### src/hw/rtl/fccw_pkg.sv
// Shared types, codes and helpers for the FAT cluster chain walker.
// No dependencies; imported by every module of the block.
package fccw_pkg;

    localparam int unsigned CLUSTER_W = 28;
    localparam int unsigned ADDR_W    = 32;
    localparam int unsigned LEN_W     = 16;
    localparam int unsigned COPY_W    = 4;

    localparam logic [CLUSTER_W-1:0] END_FAT12 = 28'hFF8;
    localparam logic [CLUSTER_W-1:0] END_FAT16 = 28'hFFF8;
    localparam logic [CLUSTER_W-1:0] END_FAT32 = 28'hFFFFFF8;

    typedef enum logic [1:0] {
        KIND_DATA   = 2'd0,
        KIND_FATREQ = 2'd1,
        KIND_DONE   = 2'd2
    } t_kind;

    typedef enum logic [1:0] {
        FAT12       = 2'd0,
        FAT16       = 2'd1,
        FAT32       = 2'd2,
        FAT_UNKNOWN = 2'd3
    } t_fat_type;

    typedef enum logic [2:0] {
        CFG_FAT_TYPE      = 3'd0,
        CFG_FAT_BASE      = 3'd1,
        CFG_COPY_STRIDE   = 3'd2,
        CFG_NUM_FATS      = 3'd3,
        CFG_DATA_BASE     = 3'd4,
        CFG_CLUSTER_BYTES = 3'd5
    } t_cfg_idx;

    typedef struct packed {
        t_fat_type          fat_type;
        logic [ADDR_W-1:0]  fat_base;
        logic [ADDR_W-1:0]  copy_stride;
        logic [COPY_W-1:0]  num_fats;
        logic [ADDR_W-1:0]  data_base;
        logic [LEN_W-1:0]   cluster_bytes;
    } t_cfg;

    // Results one item produces, before address calculation.
    typedef struct packed {
        logic [1:0]           cnt;
        t_kind                kind0;
        t_kind                kind1;
        logic [CLUSTER_W-1:0] cluster;
        logic [LEN_W-1:0]     len;
        logic [ADDR_W-1:0]    copy_base;
        t_fat_type            fat_type;
    } t_work;

    typedef struct packed {
        t_kind              kind;
        logic [ADDR_W-1:0]  addr;
        logic [LEN_W-1:0]   len;
        logic               last;
    } t_res;

    // Cluster size of zero counts as one byte.
    function automatic logic [LEN_W-1:0] eff_csize(input logic [LEN_W-1:0] cb);
        eff_csize = (cb == '0) ? LEN_W'(1) : cb;
    endfunction

endpackage

### src/hw/rtl/fccw_regs.sv
// Configuration register file of the FAT cluster chain walker.
// Depends on fccw_pkg.
module fccw_regs (
    input  logic                  i_clk,
    input  logic                  i_rst_n,
    input  logic                  i_cfg_we,
    input  logic [2:0]            i_cfg_idx,
    input  logic [31:0]           i_cfg_data,
    output fccw_pkg::t_cfg        o_cfg
);
    import fccw_pkg::*;

    t_cfg r_cfg;

    always_ff @(posedge i_clk) begin
        if (!i_rst_n) begin
            r_cfg.fat_type      <= FAT12;
            r_cfg.fat_base      <= 32'd512;
            r_cfg.copy_stride   <= 32'd4608;
            r_cfg.num_fats      <= 4'd2;
            r_cfg.data_base     <= 32'd16896;
            r_cfg.cluster_bytes <= 16'd512;
        end else if (i_cfg_we) begin
            case (t_cfg_idx'(i_cfg_idx))
                CFG_FAT_TYPE:      r_cfg.fat_type      <= t_fat_type'(i_cfg_data[1:0]);
                CFG_FAT_BASE:      r_cfg.fat_base      <= i_cfg_data;
                CFG_COPY_STRIDE:   r_cfg.copy_stride   <= i_cfg_data;
                CFG_NUM_FATS:      r_cfg.num_fats      <= i_cfg_data[COPY_W-1:0];
                CFG_DATA_BASE:     r_cfg.data_base     <= i_cfg_data;
                CFG_CLUSTER_BYTES: r_cfg.cluster_bytes <= i_cfg_data[LEN_W-1:0];
                default: ;
            endcase
        end
    end

    assign o_cfg = r_cfg;

endmodule

### src/hw/rtl/fccw_walk.sv
// Walk state and FAT entry decode: updates the chain state on each transfer
// and describes the results it causes. Depends on fccw_pkg.
module fccw_walk (
    input  logic                            i_clk,
    input  logic                            i_rst_n,
    input  fccw_pkg::t_cfg                  i_cfg,
    input  logic                            i_accept,
    input  logic                            i_mode,
    input  logic [fccw_pkg::CLUSTER_W-1:0]  i_start_cluster,
    input  logic [31:0]                     i_file_size,
    input  logic [31:0]                     i_fat_bytes,
    output fccw_pkg::t_work                 o_work
);
    import fccw_pkg::*;

    logic [CLUSTER_W-1:0] r_cl, n_cl;
    logic [COPY_W-1:0]    r_idx, n_idx;
    logic [ADDR_W-1:0]    r_base, n_base;
    logic [31:0]          r_bl, n_bl;
    logic                 r_active, n_active;

    logic [CLUSTER_W-1:0] next_cl, marker, pc_cl;
    logic [31:0]          pc_bl;
    logic [LEN_W-1:0]     csize, len;
    logic                 bad, do_proc;
    t_work                w;

    always_comb begin
        case (i_cfg.fat_type)
            FAT12: begin
                next_cl = r_cl[0] ? CLUSTER_W'(i_fat_bytes[15:4])
                                  : CLUSTER_W'(i_fat_bytes[11:0]);
                marker  = END_FAT12;
            end
            FAT16: begin
                next_cl = CLUSTER_W'(i_fat_bytes[15:0]);
                marker  = END_FAT16;
            end
            default: begin
                next_cl = i_fat_bytes[CLUSTER_W-1:0];
                marker  = END_FAT32;
            end
        endcase
        bad = (next_cl == '0) || (next_cl >= marker) || (next_cl == r_cl);
    end

    always_comb begin
        n_cl     = r_cl;
        n_idx    = r_idx;
        n_base   = r_base;
        n_bl     = r_bl;
        n_active = r_active;
        pc_cl    = r_cl;
        pc_bl    = r_bl;
        do_proc  = 1'b0;
        csize    = eff_csize(i_cfg.cluster_bytes);
        len      = '0;
        w        = '0;
        w.kind0  = KIND_DONE;
        w.kind1  = KIND_DONE;

        if (!i_mode) begin
            if (i_cfg.fat_type == FAT_UNKNOWN) begin
                n_active = 1'b0;
                w.cnt    = 2'd1;
            end else begin
                n_idx    = COPY_W'(1);
                n_base   = i_cfg.fat_base;
                n_active = 1'b1;
                pc_cl    = i_start_cluster;
                pc_bl    = i_file_size;
                do_proc  = 1'b1;
            end
        end else if (r_active) begin
            if (i_cfg.fat_type == FAT_UNKNOWN) begin
                n_active = 1'b0;
                w.cnt    = 2'd1;
            end else if (bad) begin
                if (({1'b0, r_idx} + 5'd1) > {1'b0, i_cfg.num_fats}) begin
                    n_active = 1'b0;
                    w.cnt    = 2'd1;
                end else begin
                    n_idx   = r_idx + COPY_W'(1);
                    n_base  = r_base + i_cfg.copy_stride;
                    w.cnt   = 2'd1;
                    w.kind0 = KIND_FATREQ;
                end
            end else begin
                pc_cl   = next_cl;
                do_proc = 1'b1;
            end
        end

        if (do_proc) begin
            n_cl = pc_cl;
            n_bl = pc_bl;
            if (pc_bl == '0) begin
                n_active = 1'b0;
                w.cnt    = 2'd1;
            end else begin
                len     = (pc_bl < {16'd0, csize}) ? pc_bl[LEN_W-1:0] : csize;
                n_bl    = pc_bl - {16'd0, len};
                w.cnt   = 2'd2;
                w.kind0 = KIND_DATA;
                if (n_bl == '0) begin
                    n_active = 1'b0;
                end else begin
                    w.kind1 = KIND_FATREQ;
                end
            end
        end

        w.cluster   = n_cl;
        w.len       = len;
        w.copy_base = n_base;
        w.fat_type  = i_cfg.fat_type;
    end

    always_ff @(posedge i_clk) begin
        if (!i_rst_n) begin
            r_cl     <= '0;
            r_idx    <= COPY_W'(1);
            r_base   <= '0;
            r_bl     <= '0;
            r_active <= 1'b0;
        end else if (i_accept) begin
            r_cl     <= n_cl;
            r_idx    <= n_idx;
            r_base   <= n_base;
            r_bl     <= n_bl;
            r_active <= n_active;
        end
    end

    assign o_work = w;

endmodule

### src/hw/rtl/fccw_result.sv
// Work register, address calculation and two-entry result buffer.
// Depends on fccw_pkg.
module fccw_result (
    input  logic                          i_clk,
    input  logic                          i_rst_n,
    input  fccw_pkg::t_cfg                i_cfg,
    input  logic                          i_load,
    input  fccw_pkg::t_work               i_work,
    output logic                          o_in_ready,
    output logic                          o_valid,
    input  logic                          i_out_ready,
    output logic [1:0]                    o_kind,
    output logic [fccw_pkg::ADDR_W-1:0]   o_address,
    output logic [fccw_pkg::LEN_W-1:0]    o_length,
    output logic                          o_last
);
    import fccw_pkg::*;

    logic        r_wv;
    t_work       r_work;
    logic [1:0]  r_cnt, n_cnt;
    t_res        r_s0, r_s1, n_s0, n_s1;

    logic        pop, move;
    logic [1:0]  cnt_after;
    logic [ADDR_W-1:0] off, data_addr, fat_off, fat_addr, c3;
    logic [47:0] prod;
    t_res        res0, res1;

    always_comb begin
        off       = {4'd0, r_work.cluster} - 32'd2;
        prod      = off * eff_csize(i_cfg.cluster_bytes);
        data_addr = i_cfg.data_base + prod[ADDR_W-1:0];
        c3        = {3'd0, r_work.cluster, 1'b0} + {4'd0, r_work.cluster};
        case (r_work.fat_type)
            FAT12:   fat_off = {1'b0, c3[ADDR_W-1:1]};
            FAT16:   fat_off = {3'd0, r_work.cluster, 1'b0};
            default: fat_off = {2'd0, r_work.cluster, 2'd0};
        endcase
        fat_addr = fat_off + r_work.copy_base;
    end

    function automatic t_res mk_res(input t_kind k, input logic lst,
                                    input logic [ADDR_W-1:0] da,
                                    input logic [ADDR_W-1:0] fa,
                                    input logic [LEN_W-1:0] ln);
        t_res r;
        r.kind = k;
        r.last = lst;
        case (k)
            KIND_DATA: begin
                r.addr = da;
                r.len  = ln;
            end
            KIND_FATREQ: begin
                r.addr = fa;
                r.len  = '0;
            end
            default: begin
                r.addr = '0;
                r.len  = '0;
            end
        endcase
        return r;
    endfunction

    always_comb begin
        res0 = mk_res(r_work.kind0, r_work.cnt == 2'd1, data_addr, fat_addr, r_work.len);
        res1 = mk_res(r_work.kind1, 1'b1, data_addr, fat_addr, r_work.len);
    end

    always_comb begin
        pop        = (r_cnt != 2'd0) && i_out_ready;
        cnt_after  = r_cnt - {1'b0, pop};
        move       = r_wv && (({1'b0, cnt_after} + {1'b0, r_work.cnt}) <= 3'd2);
        o_in_ready = !r_wv || move;

        n_s0  = pop ? r_s1 : r_s0;
        n_s1  = r_s1;
        n_cnt = cnt_after;
        if (move) begin
            n_cnt = cnt_after + r_work.cnt;
            case (cnt_after)
                2'd0: begin
                    n_s0 = res0;
                    n_s1 = res1;
                end
                2'd1: n_s1 = res0;
                default: ;
            endcase
        end
    end

    always_ff @(posedge i_clk) begin
        if (!i_rst_n) begin
            r_wv  <= 1'b0;
            r_cnt <= '0;
        end else begin
            r_cnt <= n_cnt;
            if (i_load) begin
                r_wv <= 1'b1;
            end else if (move) begin
                r_wv <= 1'b0;
            end
        end
    end

    always_ff @(posedge i_clk) begin
        if (i_load) begin
            r_work <= i_work;
        end
        r_s0 <= n_s0;
        r_s1 <= n_s1;
    end

    assign o_valid   = (r_cnt != 2'd0);
    assign o_kind    = r_s0.kind;
    assign o_address = r_s0.addr;
    assign o_length  = r_s0.len;
    assign o_last    = r_s0.last;

endmodule

### src/hw/rtl/fat_cluster_chain_walker.sv
// FAT12/16/32 cluster chain walker. An input goes through the work register
// into the result buffer. Throughput: one input per cycle unless the output
// stalls; an item with two results can hold the input, set by the one-result-
// per-cycle output buffer. Reset (synchronous, active low) restores the register
// defaults, clears the walk state to idle and empties all pipeline stages.
module fat_cluster_chain_walker (
    input  logic                            i_clk,
    input  logic                            i_rst_n,
    input  logic                            i_cfg_we,
    input  logic [2:0]                      i_cfg_idx,
    input  logic [31:0]                     i_cfg_data,
    input  logic                            i_valid,
    output logic                            o_ready,
    input  logic                            i_mode,
    input  logic [fccw_pkg::CLUSTER_W-1:0]  i_start_cluster,
    input  logic [31:0]                     i_file_size,
    input  logic [31:0]                     i_fat_bytes,
    output logic                            o_valid,
    input  logic                            i_ready,
    output logic [1:0]                      o_kind,
    output logic [31:0]                     o_address,
    output logic [15:0]                     o_length,
    output logic                            o_last
);
    import fccw_pkg::*;

    t_cfg  cfg;
    t_work work;
    logic  accept;

    assign accept = i_valid && o_ready;

    fccw_regs u_regs (
        .i_clk      (i_clk),
        .i_rst_n    (i_rst_n),
        .i_cfg_we   (i_cfg_we),
        .i_cfg_idx  (i_cfg_idx),
        .i_cfg_data (i_cfg_data),
        .o_cfg      (cfg)
    );

    fccw_walk u_walk (
        .i_clk           (i_clk),
        .i_rst_n         (i_rst_n),
        .i_cfg           (cfg),
        .i_accept        (accept),
        .i_mode          (i_mode),
        .i_start_cluster (i_start_cluster),
        .i_file_size     (i_file_size),
        .i_fat_bytes     (i_fat_bytes),
        .o_work          (work)
    );

    fccw_result u_result (
        .i_clk       (i_clk),
        .i_rst_n     (i_rst_n),
        .i_cfg       (cfg),
        .i_load      (accept),
        .i_work      (work),
        .o_in_ready  (o_ready),
        .o_valid     (o_valid),
        .i_out_ready (i_ready),
        .o_kind      (o_kind),
        .o_address   (o_address),
        .o_length    (o_length),
        .o_last      (o_last)
    );

endmodule

### config.mk
export PLATFORM = sky130hd
export DESIGN_NAME = fat_cluster_chain_walker
export DESIGN_NICKNAME = d
export VERILOG_FILES = /design/src/hw/rtl/fccw_pkg.sv /design/src/hw/rtl/fccw_regs.sv /design/src/hw/rtl/fccw_walk.sv /design/src/hw/rtl/fccw_result.sv /design/src/hw/rtl/fat_cluster_chain_walker.sv
export SDC_FILE = /design/constraint.sdc
export NUM_CORES = 2
export LEC_CHECK = 0
export BUFFER_PORTS_ARGS = -buffer_cell sky130_fd_sc_hd__buf_2
export CELL_PAD_IN_SITES_DETAIL_PLACEMENT = 0
export CELL_PAD_IN_SITES_GLOBAL_PLACEMENT = 1
export CORE_MARGIN = 2
export CORE_UTILIZATION = 40
export CTS_CLUSTER_SIZE = 12
export DETAILED_ROUTE_END_ITERATION = 16
export PLACE_DENSITY_LB_ADDON = 0.15
export SETUP_SLACK_MARGIN = 0.4
export SLEW_MARGIN = 10
export SYNTH_ARGS = -nofsm -noshare
export SYNTH_HDL_FRONTEND = slang
export SYNTH_HIERARCHICAL = 1
export SYNTH_SLANG_ARGS = --single-unit
### constraint.sdc
create_clock -name i_clk -period 17.7 [get_ports i_clk]
set_input_delay 3.54 -clock i_clk [delete_from_list [all_inputs] [get_ports i_clk]]
set_output_delay 3.54 -clock i_clk [all_outputs]
set_load 0.01 [all_outputs]
==> metrics.csv <==
metric;value;unit
initial antenna violation count;4;
vias in the first global route;31304;
Flop pwr share;0.242;
startpoint types;primary input;
Netlist cell types;112;
worst endpoint required time;18.10;ns
final hold slack;0.460;ns
layout cells sized above 1;0.0879;
Via density;5.43;
Place WS;7.21;ns
TritonCTS Sinks;404;
Switching Power;2.69;mW
ANT cells;0;
die extent in x;317;um
root buffer cell;clkbuf_16;
final WL;131000;um
grt total ovfl;0;
port bufs;181;
setup bufs post-CTS;0;
Slew HR;0.154;
worst-margin pin slew;1.26;ns
cts repair resizes;0;
Synth Flop Type;dfxtp_1;
die height;317;um
post-DP HPWL;99500;um
total die area;0.100;sq mm
pwr dens;130;mW/mm^2
combinational power share;0.573;
switching share of power;0.480;
total CTS buffers;50;
Reg clk slew, reported paths;0.07;ns
Worst setup EP type;flip-flop;
top cells by count, synth;681 x nand2_1, 572 x inv_1, 339 x fa_1;
GRT Util Overall;0.261;
Crit Path Category;in -> reg;
DRC;0;
Hold WC Path Type;reg -> reg;
fin worst setup slack;7.71;ns
max_cap viols;0;
1st-pass router iterations;5;
I/O pin total;186;
antenna-violating nets left;0;
mapped cell area;0.0392;sq mm
Critical Path AT;10.39;ns
starting density of the core;0.405;
post-synth net total;5230;
RSZ-0062 raised after global routing;no;
sequential area share after synthesis;0.241;
Final setup viols;0;
TritonCTS clock tree;yes;
Multi-input gate area;0.0267;sq mm
Ys Warns;6;
crit path max fanout;46;
cell-internal power;2.91;mW
min Tclk post-route;9.99;ns
Tcrit/Tclk final;0.564;
fillers;9697;
Vias;32102;
Area Overhead vs Synth;9.59;%
number of synthesized flops with an enable pin;135;
Pins Over Slew Limit;0;
count leader, synth;nand2_1;
Cells after Synth;4516;
Register Area;0.00944;sq mm
Highest Clock Rate;0.100;GHz
top cells by area, synth;fa_1 17%, dfxtp_1 14%, edfxtp_1 10%;
Yosys top cell area share;0.173;
Syn Area/Cell;8.68;sq um
Post-Route Skew;0.0558;ns
site row count;114;
Hold Vio Cnt, Final;0;
worst skew pair latency;0.66;ns
outcome;completed;
largest net degree at the start of global routing;71;
Clock Tree Buf Depth;3;
#FFs+latches synth;404;
Leak;19.2;nW
Placer Congestion;0.899;
CORE AREA;0.0969;sq mm
cts hold-fix bufs;0;
Fin Setup TNS;0;ns
leading area contributor after synthesis;fa_1;
final net count;5315;
initial drt markers;2294;
Wirelength per Cell;22.2;um
Synth async-reset ratio;0;
global-route wire length before repair;198000;um
CTS H-Tree Depth;2;
Clk pwr share;0.185;
VDD IR-drop max;96.4;uV
[cells by family after synthesis]
group,count (synthesis),share of synthesized area
xor gates and xnor gates,198,0.0467
AOI/OAI and AO/OA,807,0.140
adders and majority gates,581,0.251
muxes,223,0.0575
DFF,404,0.241
buffers and inverters,795,0.0808
and+or+nand+nor,1508,0.184
[worst max-delay path, cell delays in order]
cell,delay (ns)
buf_2,0.25
a21o_2,0.14
buf_4,0.46
nand2_1,0.11
nand2_1,0.23
ha_1,0.29
a21o_1,0.18
a21o_1,0.17
a21oi_1,0.14
nor2b_1,0.06
o21ai_0,0.16
a21oi_1,0.12
a2111oi_4,0.27
buf_4,0.34
mux2i_1,0.31
ha_1,0.38
a211oi_1,0.32
o21bai_1,0.19
a211oi_1,0.60
nor2_1,0.09
a2111oi_0,0.75
xnor2_1,0.17
nor3_1,0.40
nand3_1,0.38
and2_1,0.28
[metal layers]
| metal | part of all wire | vias to the layer above | global-route usage |
|---|---|---|---|
| li1 | - | 15250 | - |
| met1 | 0.45 | 15850 | 0.358 |
| met2 | 0.45 | 844 | 0.419 |
| met3 | 0.066 | 158 | 0.0510 |
| met4 | 0.027 | 0 | 0.0718 |
| met5 | 0 | - | 0 |
[cell usage in the layout (no fill, tap or decap), types with 17 or more instances in the layout]
cell,instances
a211oi_1,30
a21o_1,71
a21oi_1,212
a22o_1,22
a31oi_1,61
and2_1,195
and3_1,20
buf_2,180
buf_4,70
clkbuf_16,52
dfxtp_1,269
edfxtp_1,135
fa_1,339
ha_1,242
inv_1,572
mux2i_1,217
nand2_1,680
nand2b_1,30
nand3_1,50
nand4_1,27
nor2_1,230
nor2b_1,97
nor3_1,57
nor3b_1,20
nor4_1,24
o21a_1,19
o21ai_0,124
o21bai_1,23
o22ai_1,32
o31ai_1,17
xnor2_1,127
xor2_1,61
[registers in the layout, indices dropped and copies added, names as in the netlist]
signal              cells
u_walk/r_cl            28
u_result/o_last         1
u_result/o_kind         2
u_walk/r_idx            4
u_result/r_work        84
u_result/r_s1          51
u_regs/o_cfg          118
u_result/o_length      16
u_walk/r_bl            32
u_result/o_address     32
u_walk/r_active         1
u_result/r_wv           1
u_walk/r_base          32
u_result/r_cnt          2
[through the flow]
stage	util	cells	power, mW	instance area [sq um]
3_5_place_dp	0.426	5825	4.55	41300
5_1_grt	0.443	5917	6.00	42900
3_3_place_gp	0.426	5825	4.53	41300
6_report	0.443	5917	5.59	42900
4_1_cts	0.443	5917	5.61	42900
2_1_floorplan	-	4516	3.41	39200
[power groups by stage]
stage / sequential [mW] / clock, mW / combinational, mW
3_3_place_gp: 1.37 / 0 / 3.16
2_1_floorplan: 1.34 / 0 / 2.07
5_1_grt: 1.38 / 1.10 / 3.53
6_report: 1.35 / 1.03 / 3.21
4_1_cts: 1.35 / 1.06 / 3.19
3_5_place_dp: 1.37 / 0 / 3.18
[cell type report]
type                       instances  share of cell area
clock buffer                      70              0.0330
inverter                         577              0.0504
clock inverter                    22             0.00504
sequential                       404               0.220
timing repair buffer             251              0.0335
tap                             1276              0.0372
multi-input combinational       3317               0.621
[final timing paths]
check        cells past startpoint  slack [ns]             endpoint                 from
max                             25        7.71  u_result/r_work[78]               i_mode
min reg2reg                      2        0.46     u_regs/o_cfg[96]     u_regs/o_cfg[96]
min                              2        0.46     u_regs/o_cfg[96]     u_regs/o_cfg[96]
max reg2reg                     30        8.53    u_result/r_s1[48]  u_result/r_work[53]
Power figures use the tool's default switching activity.
